$ cat config.mk
export PLATFORM = sky130hd
export DESIGN_NAME = spi_master_shift_engine
export DESIGN_NICKNAME = d
export VERILOG_FILES = /design/src/spims_pkg.sv /design/src/spi_master_shift_engine.sv
export VERILOG_INCLUDE_DIRS = /design/src /design/src/src
export SDC_FILE = /design/constraint.sdc
export NUM_CORES = 1
export LEC_CHECK = 0
export ABC_AREA = 1
export BUFFER_PORTS_ARGS = -buffer_cell sky130_fd_sc_hd__buf_2
export CAP_MARGIN = 20
export CORE_MARGIN = 10
export CORE_UTILIZATION = 42
export DETAILED_ROUTE_END_ITERATION = 12
export GPL_ROUTABILITY_DRIVEN = 0
export PLACE_DENSITY = 0.63
export SYNTH_ARGS = -nofsm -noshare
export SYNTH_HDL_FRONTEND = slang
export SYNTH_SLANG_ARGS = --single-unit
$ cat constraint.sdc
create_clock -name clk -period 3.85 [get_ports clk]
set_input_delay 0.385 -clock clk [delete_from_list [all_inputs] [get_ports clk]]
set_output_delay 0.385 -clock clk [all_outputs]
set_load 0.02 [all_outputs]
$ cat src/assert_macros.svh
// Assertion macros used by the RTL.
`ifndef ASSERT_MACROS_SVH
`define ASSERT_MACROS_SVH

// Check that ante implies cons at the same clock edge.
`define ASSERT_IMPLY(label, clk, rst_n, ante, cons) \
	label: assert property (@(posedge clk) disable iff (!rst_n) (ante) |-> (cons)) \
		else $error("assertion failed: same-cycle implication");

// Check that ante implies cons at the next clock edge.
`define ASSERT_NEXT(label, clk, rst_n, ante, cons) \
	label: assert property (@(posedge clk) disable iff (!rst_n) (ante) |=> (cons)) \
		else $error("assertion failed: next-cycle implication");

`endif

$ cat src/spims_pkg.sv
// Package with bus operation codes, register indexes and rate table of the SPI master.
package spims_pkg;

	// Bus access carried by one beat.
	typedef enum logic [1:0] {
		OP_TICK   = 2'd0,
		OP_WRITE  = 2'd1,
		OP_READ   = 2'd2,
		OP_STATUS = 2'd3
	} op_t;

	// Configuration register indexes.
	localparam logic [3:0] CFG_SPI_ENABLE     = 4'd0;
	localparam logic [3:0] CFG_IRQ_ENABLE     = 4'd1;
	localparam logic [3:0] CFG_LSB_FIRST      = 4'd2;
	localparam logic [3:0] CFG_CLOCK_POLARITY = 4'd3;
	localparam logic [3:0] CFG_CLOCK_PHASE    = 4'd4;
	localparam logic [3:0] CFG_RATE_SELECT    = 4'd5;
	localparam logic [3:0] CFG_DOUBLE_SPEED   = 4'd6;
	localparam logic [3:0] CFG_MASTER_SELECT  = 4'd7;

	localparam int CFG_INDEX_W = 4;
	localparam int CFG_DATA_W  = 8;
	localparam int PRESCALE_W  = 6;

	// Half bit period in ticks for each rate code.
	typedef logic [PRESCALE_W:0] half_t;
	localparam half_t HALF_PERIOD [4] = '{7'd2, 7'd8, 7'd32, 7'd64};

	// Status byte bit positions.
	localparam int STATUS_DONE_BIT      = 7;
	localparam int STATUS_COLLISION_BIT = 6;

endpackage

$ cat src/spi_master_shift_engine.sv
// SPI master shift engine, modes 0 to 3, with bus access per tick.
// The result beat of an accepted beat is registered in the output register.
// Throughput: one beat per cycle while not stalled; a new result enters as the old one leaves.
// The serial engine, flags and bus access are computed in one pass from registered state.
// Reset (arst_n low) clears configuration, engine state, flags and the output valid at once.
module spi_master_shift_engine #(
	parameter int DATA_BITS = 8
) (
	input  logic                                 clk,
	input  logic                                 arst_n,
	input  logic                                 in_valid,
	output logic                                 in_stall,
	input  logic [1:0]                           op,
	input  logic [7:0]                           write_byte,
	input  logic                                 miso_in,
	output logic                                 out_valid,
	input  logic                                 out_stall,
	output logic [7:0]                           read_value,
	output logic                                 sck_out,
	output logic                                 mosi_out,
	output logic                                 select_n,
	output logic                                 irq,
	output logic                                 busy_res,
	input  logic                                 cfg_valid,
	output logic                                 cfg_ready,
	input  logic [spims_pkg::CFG_INDEX_W-1:0]    cfg_index,
	input  logic [spims_pkg::CFG_DATA_W-1:0]     cfg_data
);
	import spims_pkg::*;

`include "assert_macros.svh"

	localparam int EDGE_W = $clog2(2 * DATA_BITS + 1);
	localparam logic [EDGE_W-1:0] LAST_EDGE = EDGE_W'(2 * DATA_BITS);

	// Shift one bit into the word from the side opposite the output end.
	function automatic logic [DATA_BITS-1:0] shift_word(
		input logic [DATA_BITS-1:0] word,
		input logic                 bit_in,
		input logic                 lsb
	);
		logic [DATA_BITS-1:0] res;
		if (lsb) begin
			res = {bit_in, word[DATA_BITS-1:1]};
		end else begin
			res = {word[DATA_BITS-2:0], bit_in};
		end
		return res;
	endfunction

	// Configuration registers
	logic       spi_enable_q, irq_enable_q, lsb_first_q, clock_polarity_q;
	logic       clock_phase_q, double_speed_q, master_select_q;
	logic [1:0] rate_select_q;

	// Engine state
	logic [DATA_BITS-1:0]  shift_q;
	logic [EDGE_W-1:0]     edge_q;
	logic [PRESCALE_W-1:0] prescale_q;
	logic                  active_q, clock_level_q, done_q, collision_q, latch_q;
	logic [7:0]            rx_buf_q;

	// Next state
	logic [DATA_BITS-1:0]  shift_d;
	logic [EDGE_W-1:0]     edge_d;
	logic [PRESCALE_W-1:0] prescale_d;
	logic                  active_d, clock_level_d, done_d, collision_d, latch_d;
	logic [7:0]            rx_buf_d;
	logic [7:0]            read_d;

	logic [PRESCALE_W:0]   half;
	logic [PRESCALE_W:0]   pre_inc;
	logic [DATA_BITS+7:0]  wb_ext;
	logic [DATA_BITS+7:0]  sh_ext;
	logic                  accept;
	op_t                   op_c;

	logic                  out_valid_q;
	logic [7:0]            read_value_q;
	logic                  sck_q, mosi_q, select_n_q, irq_q, busy_q;

	assign op_c     = op_t'(op);
	assign in_stall = out_valid_q && out_stall;
	assign accept   = in_valid && !in_stall;
	assign cfg_ready = 1'b1;

	assign half    = double_speed_q ? (HALF_PERIOD[rate_select_q] >> 1)
	                                : HALF_PERIOD[rate_select_q];
	assign pre_inc = {1'b0, prescale_q} + 7'd1;
	assign wb_ext  = {{DATA_BITS{1'b0}}, write_byte};

	// Advance the serial engine one tick, then apply the bus access
	always_comb begin
		shift_d       = shift_q;
		edge_d        = edge_q;
		prescale_d    = prescale_q;
		active_d      = active_q;
		clock_level_d = clock_level_q;
		done_d        = done_q;
		collision_d   = collision_q;
		latch_d       = latch_q;
		rx_buf_d      = rx_buf_q;
		read_d        = 8'd0;
		sh_ext        = '0;

		if (active_q) begin
			if (!spi_enable_q) begin
				active_d      = 1'b0;
				edge_d        = '0;
				prescale_d    = '0;
				clock_level_d = 1'b0;
			end else if (pre_inc < half) begin
				prescale_d = pre_inc[PRESCALE_W-1:0];
			end else begin
				prescale_d    = '0;
				clock_level_d = !clock_level_q;
				if (clock_phase_q) begin
					if (edge_q[0]) begin
						latch_d = miso_in;
					end else if (edge_q != '0) begin
						shift_d = shift_word(shift_q, latch_q, lsb_first_q);
					end
				end else begin
					if (edge_q[0]) begin
						shift_d = shift_word(shift_q, latch_q, lsb_first_q);
					end else begin
						latch_d = miso_in;
					end
				end
				edge_d = edge_q + 1'b1;
				if (edge_d >= LAST_EDGE) begin
					if (clock_phase_q) begin
						shift_d = shift_word(shift_d, latch_d, lsb_first_q);
					end
					active_d      = 1'b0;
					edge_d        = '0;
					prescale_d    = '0;
					clock_level_d = 1'b0;
					sh_ext        = {8'd0, shift_d};
					rx_buf_d      = sh_ext[7:0];
					done_d        = 1'b1;
				end
			end
		end

		case (op_c)
			OP_WRITE: begin
				done_d      = 1'b0;
				collision_d = 1'b0;
				if (active_d) begin
					collision_d = 1'b1;
				end else if (spi_enable_q) begin
					shift_d       = wb_ext[DATA_BITS-1:0];
					edge_d        = '0;
					prescale_d    = '0;
					clock_level_d = 1'b0;
					latch_d       = 1'b0;
					active_d      = 1'b1;
				end
			end
			OP_READ: begin
				done_d      = 1'b0;
				collision_d = 1'b0;
				read_d      = rx_buf_d;
			end
			OP_STATUS: begin
				read_d[STATUS_DONE_BIT]      = done_d;
				read_d[STATUS_COLLISION_BIT] = collision_d;
			end
			default: begin
				read_d = 8'd0;
			end
		endcase
	end

	// Write configuration registers
	always_ff @(posedge clk or negedge arst_n) begin
		if (!arst_n) begin
			spi_enable_q     <= 1'b0;
			irq_enable_q     <= 1'b0;
			lsb_first_q      <= 1'b0;
			clock_polarity_q <= 1'b0;
			clock_phase_q    <= 1'b0;
			rate_select_q    <= 2'd0;
			double_speed_q   <= 1'b0;
			master_select_q  <= 1'b0;
		end else if (cfg_valid && cfg_ready) begin
			case (cfg_index)
				CFG_SPI_ENABLE:     spi_enable_q     <= cfg_data[0];
				CFG_IRQ_ENABLE:     irq_enable_q     <= cfg_data[0];
				CFG_LSB_FIRST:      lsb_first_q      <= cfg_data[0];
				CFG_CLOCK_POLARITY: clock_polarity_q <= cfg_data[0];
				CFG_CLOCK_PHASE:    clock_phase_q    <= cfg_data[0];
				CFG_RATE_SELECT:    rate_select_q    <= cfg_data[1:0];
				CFG_DOUBLE_SPEED:   double_speed_q   <= cfg_data[0];
				CFG_MASTER_SELECT:  master_select_q  <= cfg_data[0];
				default: begin
				end
			endcase
		end
	end

	// Commit engine state on each accepted beat
	always_ff @(posedge clk or negedge arst_n) begin
		if (!arst_n) begin
			shift_q       <= '0;
			edge_q        <= '0;
			prescale_q    <= '0;
			active_q      <= 1'b0;
			clock_level_q <= 1'b0;
			done_q        <= 1'b0;
			collision_q   <= 1'b0;
			latch_q       <= 1'b0;
			rx_buf_q      <= 8'd0;
		end else if (accept) begin
			shift_q       <= shift_d;
			edge_q        <= edge_d;
			prescale_q    <= prescale_d;
			active_q      <= active_d;
			clock_level_q <= clock_level_d;
			done_q        <= done_d;
			collision_q   <= collision_d;
			latch_q       <= latch_d;
			rx_buf_q      <= rx_buf_d;
		end
	end

	// Hold the result beat until it is taken
	always_ff @(posedge clk or negedge arst_n) begin
		if (!arst_n) begin
			out_valid_q <= 1'b0;
		end else if (accept) begin
			out_valid_q <= 1'b1;
		end else if (!out_stall) begin
			out_valid_q <= 1'b0;
		end
	end

	// Load the result payload
	always_ff @(posedge clk) begin
		if (accept) begin
			read_value_q <= read_d;
			sck_q        <= clock_level_d ^ clock_polarity_q;
			mosi_q       <= lsb_first_q ? shift_d[0] : shift_d[DATA_BITS-1];
			select_n_q   <= !(active_d && master_select_q);
			irq_q        <= done_d && irq_enable_q;
			busy_q       <= active_d;
		end
	end

	assign out_valid  = out_valid_q;
	assign read_value = read_value_q;
	assign sck_out    = sck_q;
	assign mosi_out   = mosi_q;
	assign select_n   = select_n_q;
	assign irq        = irq_q;
	assign busy_res   = busy_q;

	// Idle engine keeps its counters and clock cleared
	`ASSERT_IMPLY(a_idle_clear, clk, arst_n, !active_q, (edge_q == '0) && (prescale_q == '0) && !clock_level_q)
	// Edge count never reaches the end while a transfer runs
	`ASSERT_IMPLY(a_edge_range, clk, arst_n, active_q, edge_q < LAST_EDGE)
	// Done flag rises only at the end of a transfer
	`ASSERT_IMPLY(a_done_source, clk, arst_n, $rose(done_q), $past(active_q))
	// An accepted beat always leaves a result in the output register
	`ASSERT_NEXT(a_result_loaded, clk, arst_n, accept, out_valid_q)

endmodule

Word level (Yosys, flattened, before mapping). Index checks and enable logic that the tools add are counted.

$add $sub $neg: 2. Order comparisons: 3. Equal/unequal tests: 11. Multiplexer cells: 69. Bitwise gates (word level): 2. Reduce and logical (&&, ||, !) cells: 20.

Operators by type and width (count): 8-bit 2-to-1 mux (18); 6-bit 2-to-1 mux (6); 5-bit 2-to-1 mux (7); 1-bit 2-to-1 mux (32); 7-bit 2-to-1 mux (3); 2-bit AND reduction (9); 4-bit by 3-bit equality test with 1-bit output (second input constant) (4); 7-bit binary-select mux with 2-bit select (1); 4-bit by 2-bit equality test with 1-bit output (second input constant) (2); 6-bit by 1-bit adder with 7-bit output (second input constant) (1); 7-bit < comparator (1); 5-bit by 1-bit adder with 5-bit output (second input constant) (1); 5-bit >= comparator (second input constant) (1); 5-bit nonzero test (1); 2-bit equality test (second input constant) (2); 4-bit by 1-bit equality test with 1-bit output (second input constant) (1); 1-bit logical AND (4); 4-bit logical NOT (1); 2-bit one-hot mux with 2 select lines (1); 3-bit >= comparator (second input constant) (1); 1-bit logical NOT (3); 2-bit NOT with 3-bit output (1); 2-bit by 1-bit equality test with 1-bit output (second input constant) (1); 2-bit by 1-bit inequality test with 1-bit output (second input constant) (1); other kinds (4) (4).

Register bits: 55. Input port bits: 28. Output and inout bits: 16.

Longest topological paths before layout.
Depth after elaboration: 14. Gate-level depth with buffers: 19. Mapped depth without buffers: 18.

Worst setup path before layout. No wires, ideal clock.

Path kind: register -> register. Start point: register prescale_q[0]. End point: register mosi_q (netlist: mosi_out), data pin. Setup time: 0.253 ns. Arrival time: 2.123 ns. Setup slack: 1.474 ns. Cell stages (with the launch flop): 18. Clock period less this slack: 2.376 ns. Cell sequence: dfrtp_1 ha_1 nand2_1 inv_1 nand3_1 nor2_1 ha_1 a21o_1 nor2_1 nand2_2 buf_6 nand2_4 nor2_4 buf_6 nand2_2 nand3_2 nand3_1 nand2_1.

Cells in the longest elaborated chain, start to end: 9. Elaborated cells between the ends (all ways): 12. Those cells by class: add/sub: 1; order compare: 1; mux: 10.

Ends and longest elaborated chain: start: declaration (line spi_master_shift_engine.sv:59) `logic [PRESCALE_W-1:0] prescale_q;`; start signal: assignment (line spi_master_shift_engine.sv:218) `prescale_q <= prescale_d;`; 6-bit by 1-bit adder with 7-bit output * (line spi_master_shift_engine.sv:89) `assign pre_inc = {1'b0, prescale_q} + 7'd1;`; 7-bit < comparator * (line spi_master_shift_engine.sv:112) `end else if (pre_inc < half) begin`; 8-bit 2-to-1 mux (line spi_master_shift_engine.sv:112); 8-bit 2-to-1 mux (line spi_master_shift_engine.sv:107) `if (!spi_enable_q) begin`; 8-bit 2-to-1 mux (line spi_master_shift_engine.sv:106) `if (active_q) begin`; 8-bit 2-to-1 mux (line spi_master_shift_engine.sv:152) `end else if (spi_enable_q) begin`; 8-bit 2-to-1 mux (line spi_master_shift_engine.sv:150) `if (active_d) begin`; 8-bit 2-to-1 mux * (line spi_master_shift_engine.sv:146) `case (op_c)`; 1-bit 2-to-1 mux * (line spi_master_shift_engine.sv:244) `mosi_q <= lsb_first_q ? shift_d[0] : shift_d[DATA_BITS-1];`; end signal: assignment (line spi_master_shift_engine.sv:244); end: declaration (line spi_master_shift_engine.sv:80) `logic sck_q, mosi_q, select_n_q, irq_q, busy_q;`.

Every way passes the cells marked *; elsewhere a longest branch is shown, timed or not. A chain may end at the register's enable or synchronous reset.

Worst setup path after layout. Same ends and word-level chain as after synthesis.

==> results.json <==
{
  "status": "finished, final reports clean",
  "worst_ep_required_time_ns": 3.92,
  "synth-seq-cells": 55,
  "drtPass1Iterations": 5,
  "dp.cells": 657,
  "cts-root-to-sink-buffers": 2,
  "critPathArrivalTime_ns": 3.03,
  "regToRegEndpoint": "mosi_out",
  "critical_path.endpoint_type": "register",
  "fin_setup_tns_ns": 0,
  "syn_inst": 527,
  "rsz_0062_raised_after_global_routing": "false",
  "critical_path.startpoint_type": "register",
  "n_antenna_cell": 0,
  "first_pass_grt_wire_length_microns": 15600,
  "cts_buffers": 5,
  "num-fill-cells": 896,
  "area_growth_pct": 9.37,
  "ys_types": 35,
  "final-instance-count-excl-fill": 665,
  "power.internal_mw": 1.23,
  "synth-edff-count": 13,
  "antenna_violations_before_repair": 0,
  "cts-resized-gates": 0,
  "final_net_count": 596,
  "maxSlewViolCount": 0,
  "clock_power_share": 0.183,
  "power_density_nw_per_um2": 534,
  "clock_sink_count": 55,
  "clkSlewWorstSetupHoldPaths_ns": 0.11,
  "floorplan.rows": 34,
  "combined_area_of_all_synthesized_cells_sq_um": 3690,
  "core_area_sq_um": 8640,
  "asyncSetResetFlopFracSynth": 0.764,
  "dominantRegCellSynth": "dfrtp_1",
  "finalPower_mw": 2.15,
  "critPathMaxStageDelay_ns": 0.44,
  "first_iter_violations": 171,
  "grt_usage": 0.142,
  "cts_setup_buffers": 0,
  "power.share.switching": 0.426,
  "worstSetupEndpoint": "mosi_out",
  "wl_microns": 9060,
  "netlist_top_cells_area": "dfrtp_1 29%, nand2_1 16%, edfxtp_1 11%",
  "power.net_switching_mw": 0.917,
  "synthesized_area_per_cell_sq_um": 6.99,
  "yosysSeqAreaShare": 0.391,
  "cts.hold.buffers_added": 0,
  "path_cells": "ha_1, nand2_1, inv_1, nand3_1, nand2_1, inv_1, ha_1, nand2_1, a21oi_1, nor2_1, nand2_2, nand2_2, nand2_2, nand2_2, or2_2, nand3_1, nand2_1",
  "slew_headroom": 0.494,
  "post-route-drc-count": 0,
  "crit_path_top_delay_cell": "dfrtp_1",
  "grt_overflow": 0,
  "num_vias": 3453,
  "path_max_fanout": 11,
  "worst_clock_skew_ns": 0.00987,
  "worst_slew_pin_slew_ns": 0.758,
  "final-hold-violation-count": 0,
  "ant_nets": 0,
  "tritoncts": "done",
  "leakagePower_nw": 2.11,
  "synth_area_leader_cell": "dfrtp_1",
  "rrSetupSlack_ns": 0.89,
  "drv_cap": 0,
  "clk_tree_root_cell": "clkbuf_8",
  "hold_class": "in2async",
  "port_buffer_count": 36,
  "vias_per_cell": 5.19,
  "largest_delay_share_family_worst_path": "simple AND/OR/NAND/NOR gates",
  "max-vdd-ir-drop_uv": 249,
  "initial_utilization": 0.427,
  "floorplan.die_area_sq_um": 12900,
  "final_critical_period_ns": 2.96,
  "wl_per_cell_microns": 13.6,
  "synth_top_cell_area_share": 0.285,
  "hpwl_microns": 6580,
  "ff_to_ff_path_depth": 17,
  "worst-path-stages": 17,
  "chipWidth_microns": 114,
  "layout.cells.most_common_list": "162 x nand2_1, 57 x inv_1, 56 x nand3_1",
  "ys.warnings.count": 0,
  "synth_nets": 567,
  "htreeDepth": 2,
  "finalCoreUtilization": 0.467,
  "via_count_of_the_first_global_routing_pass": 3342,
  "report.final.setup_viol": 0,
  "power_frac_seq": 0.384,
  "post_route_cells_drive_above_1_share": 0.129,
  "cp.buffers_inverters": 2,
  "most_frequent_standard_cell_in_the_layout_excluding_fill_and_tap_cells": "nand2_1",
  "pin_count_of_the_biggest_net_entering_global_routing": 47,
  "hold_ws_ns": 0.147,
  "die_height_microns": 114,
  "reg_to_reg_critical_path_startpoint": "prescale_q[0]",
  "io_pins": 44,
  "combPwrFrac": 0.433,
  "insertion_delay_ns": 0.31,
  "worstSetupStartpoint": "prescale_q[0]",
  "fin_crit_sh": 0.768,
  "clock.fmax_ghz": 0.338,
  "timing_worst_setup_path_type": "reg2reg"
}
area by class of cell:
| type | instances | area, sq um | share of cell area |
|---|---|---|---|
| flip-flops and latches | 55 | 1440 | 0.358 |
| well taps | 108 | 135 | 0.0335 |
| clock inverters | 2 | 38.8 | 0.00962 |
| clock buffers | 6 | 72.6 | 0.0180 |
| inverters | 64 | 240 | 0.0596 |
| multi-input cells | 392 | 1910 | 0.473 |
| repair buffers | 38 | 195 | 0.0484 |
flip-flops by register name (all words and copies together), names as in the netlist, 2 cells and up:
| signal | flops |
|---|---|
| rate_select_q | 2 |
| prescale_q | 6 |
| edge_q | 5 |
| shift_q | 8 |
| rx_buf_q | 8 |
| read_value | 8 |
metal layers:
| metal | vias to the layer above | part of all wire | global-route usage |
|---|---|---|---|
| met5 | - | 0 | 0 |
| met4 | 0 | 0.0059 | 0.0338 |
| met3 | 4 | 0.051 | 0.0289 |
| met2 | 83 | 0.49 | 0.239 |
| met1 | 1600 | 0.45 | 0.183 |
| li1 | 1766 | - | - |
cells in the mapped netlist, types with 7 or more instances:
cell / count
edfxtp_1: 13
o21ai_0: 34
dfrtp_1: 42
a31oi_1: 18
ha_1: 12
a21oi_1: 21
nand2_2: 9
nand3_1: 56
inv_1: 57
nand2_1: 162
inv_2: 7
nor2_1: 48
power by group through the flow:
stage / clock [mW] / combinational [mW] / sequential, mW
2_1_floorplan: 0 / 0.779 / 0.803
3_3_place_gp: 0 / 0.904 / 0.830
3_5_place_dp: 0 / 0.928 / 0.836
4_1_cts: 0.404 / 0.931 / 0.824
5_1_grt: 0.426 / 1.09 / 0.842
6_report: 0.394 / 0.931 / 0.826
logic make-up after synthesis:
group	count (synthesis)	share of synthesized area
AOI/OAI and AO/OA	88	0.133
xor gates and xnor gates	4	0.0115
adders and majority gates	12	0.0407
buffers and inverters	80	0.0933
DFF	55	0.391
other	1	0.00102
and+or+nand+nor	287	0.330
worst reg2reg max path, cell delays in order, from the launching register on:
cell     delay (ns)
dfrtp_1        0.44
ha_1           0.20
nand2_1        0.07
inv_1          0.08
nand3_1        0.09
nand2_1        0.10
inv_1          0.05
ha_1           0.28
nand2_1        0.05
a21oi_1        0.12
nor2_1         0.06
nand2_2        0.22
nand2_2        0.10
nand2_2        0.16
nand2_2        0.19
or2_2          0.33
nand3_1        0.09
nand2_1        0.07
how the worst min path moves through the flow:
stage	start	endpoint	cells past startpoint
4_1_cts	arst_n	shift_q[3]	2
3_5_place_dp	shift_q[0]	shift_q[0]	2
3_3_place_gp	out_valid	out_valid	2
5_1_grt	arst_n	shift_q[3]	2
2_1_floorplan	arst_n	active_q	0
6_report	arst_n	shift_q[3]	2
metrics by stage:
stage	cell area, sq um	setup slack, ns
after floorplan	3690	1.47
after global placement	3920	0.959
after detailed placement	3920	0.912
after CTS	4030	0.894
after global routing	4030	0.575
final	4030	0.891
Power figures use the tool's default switching activity.
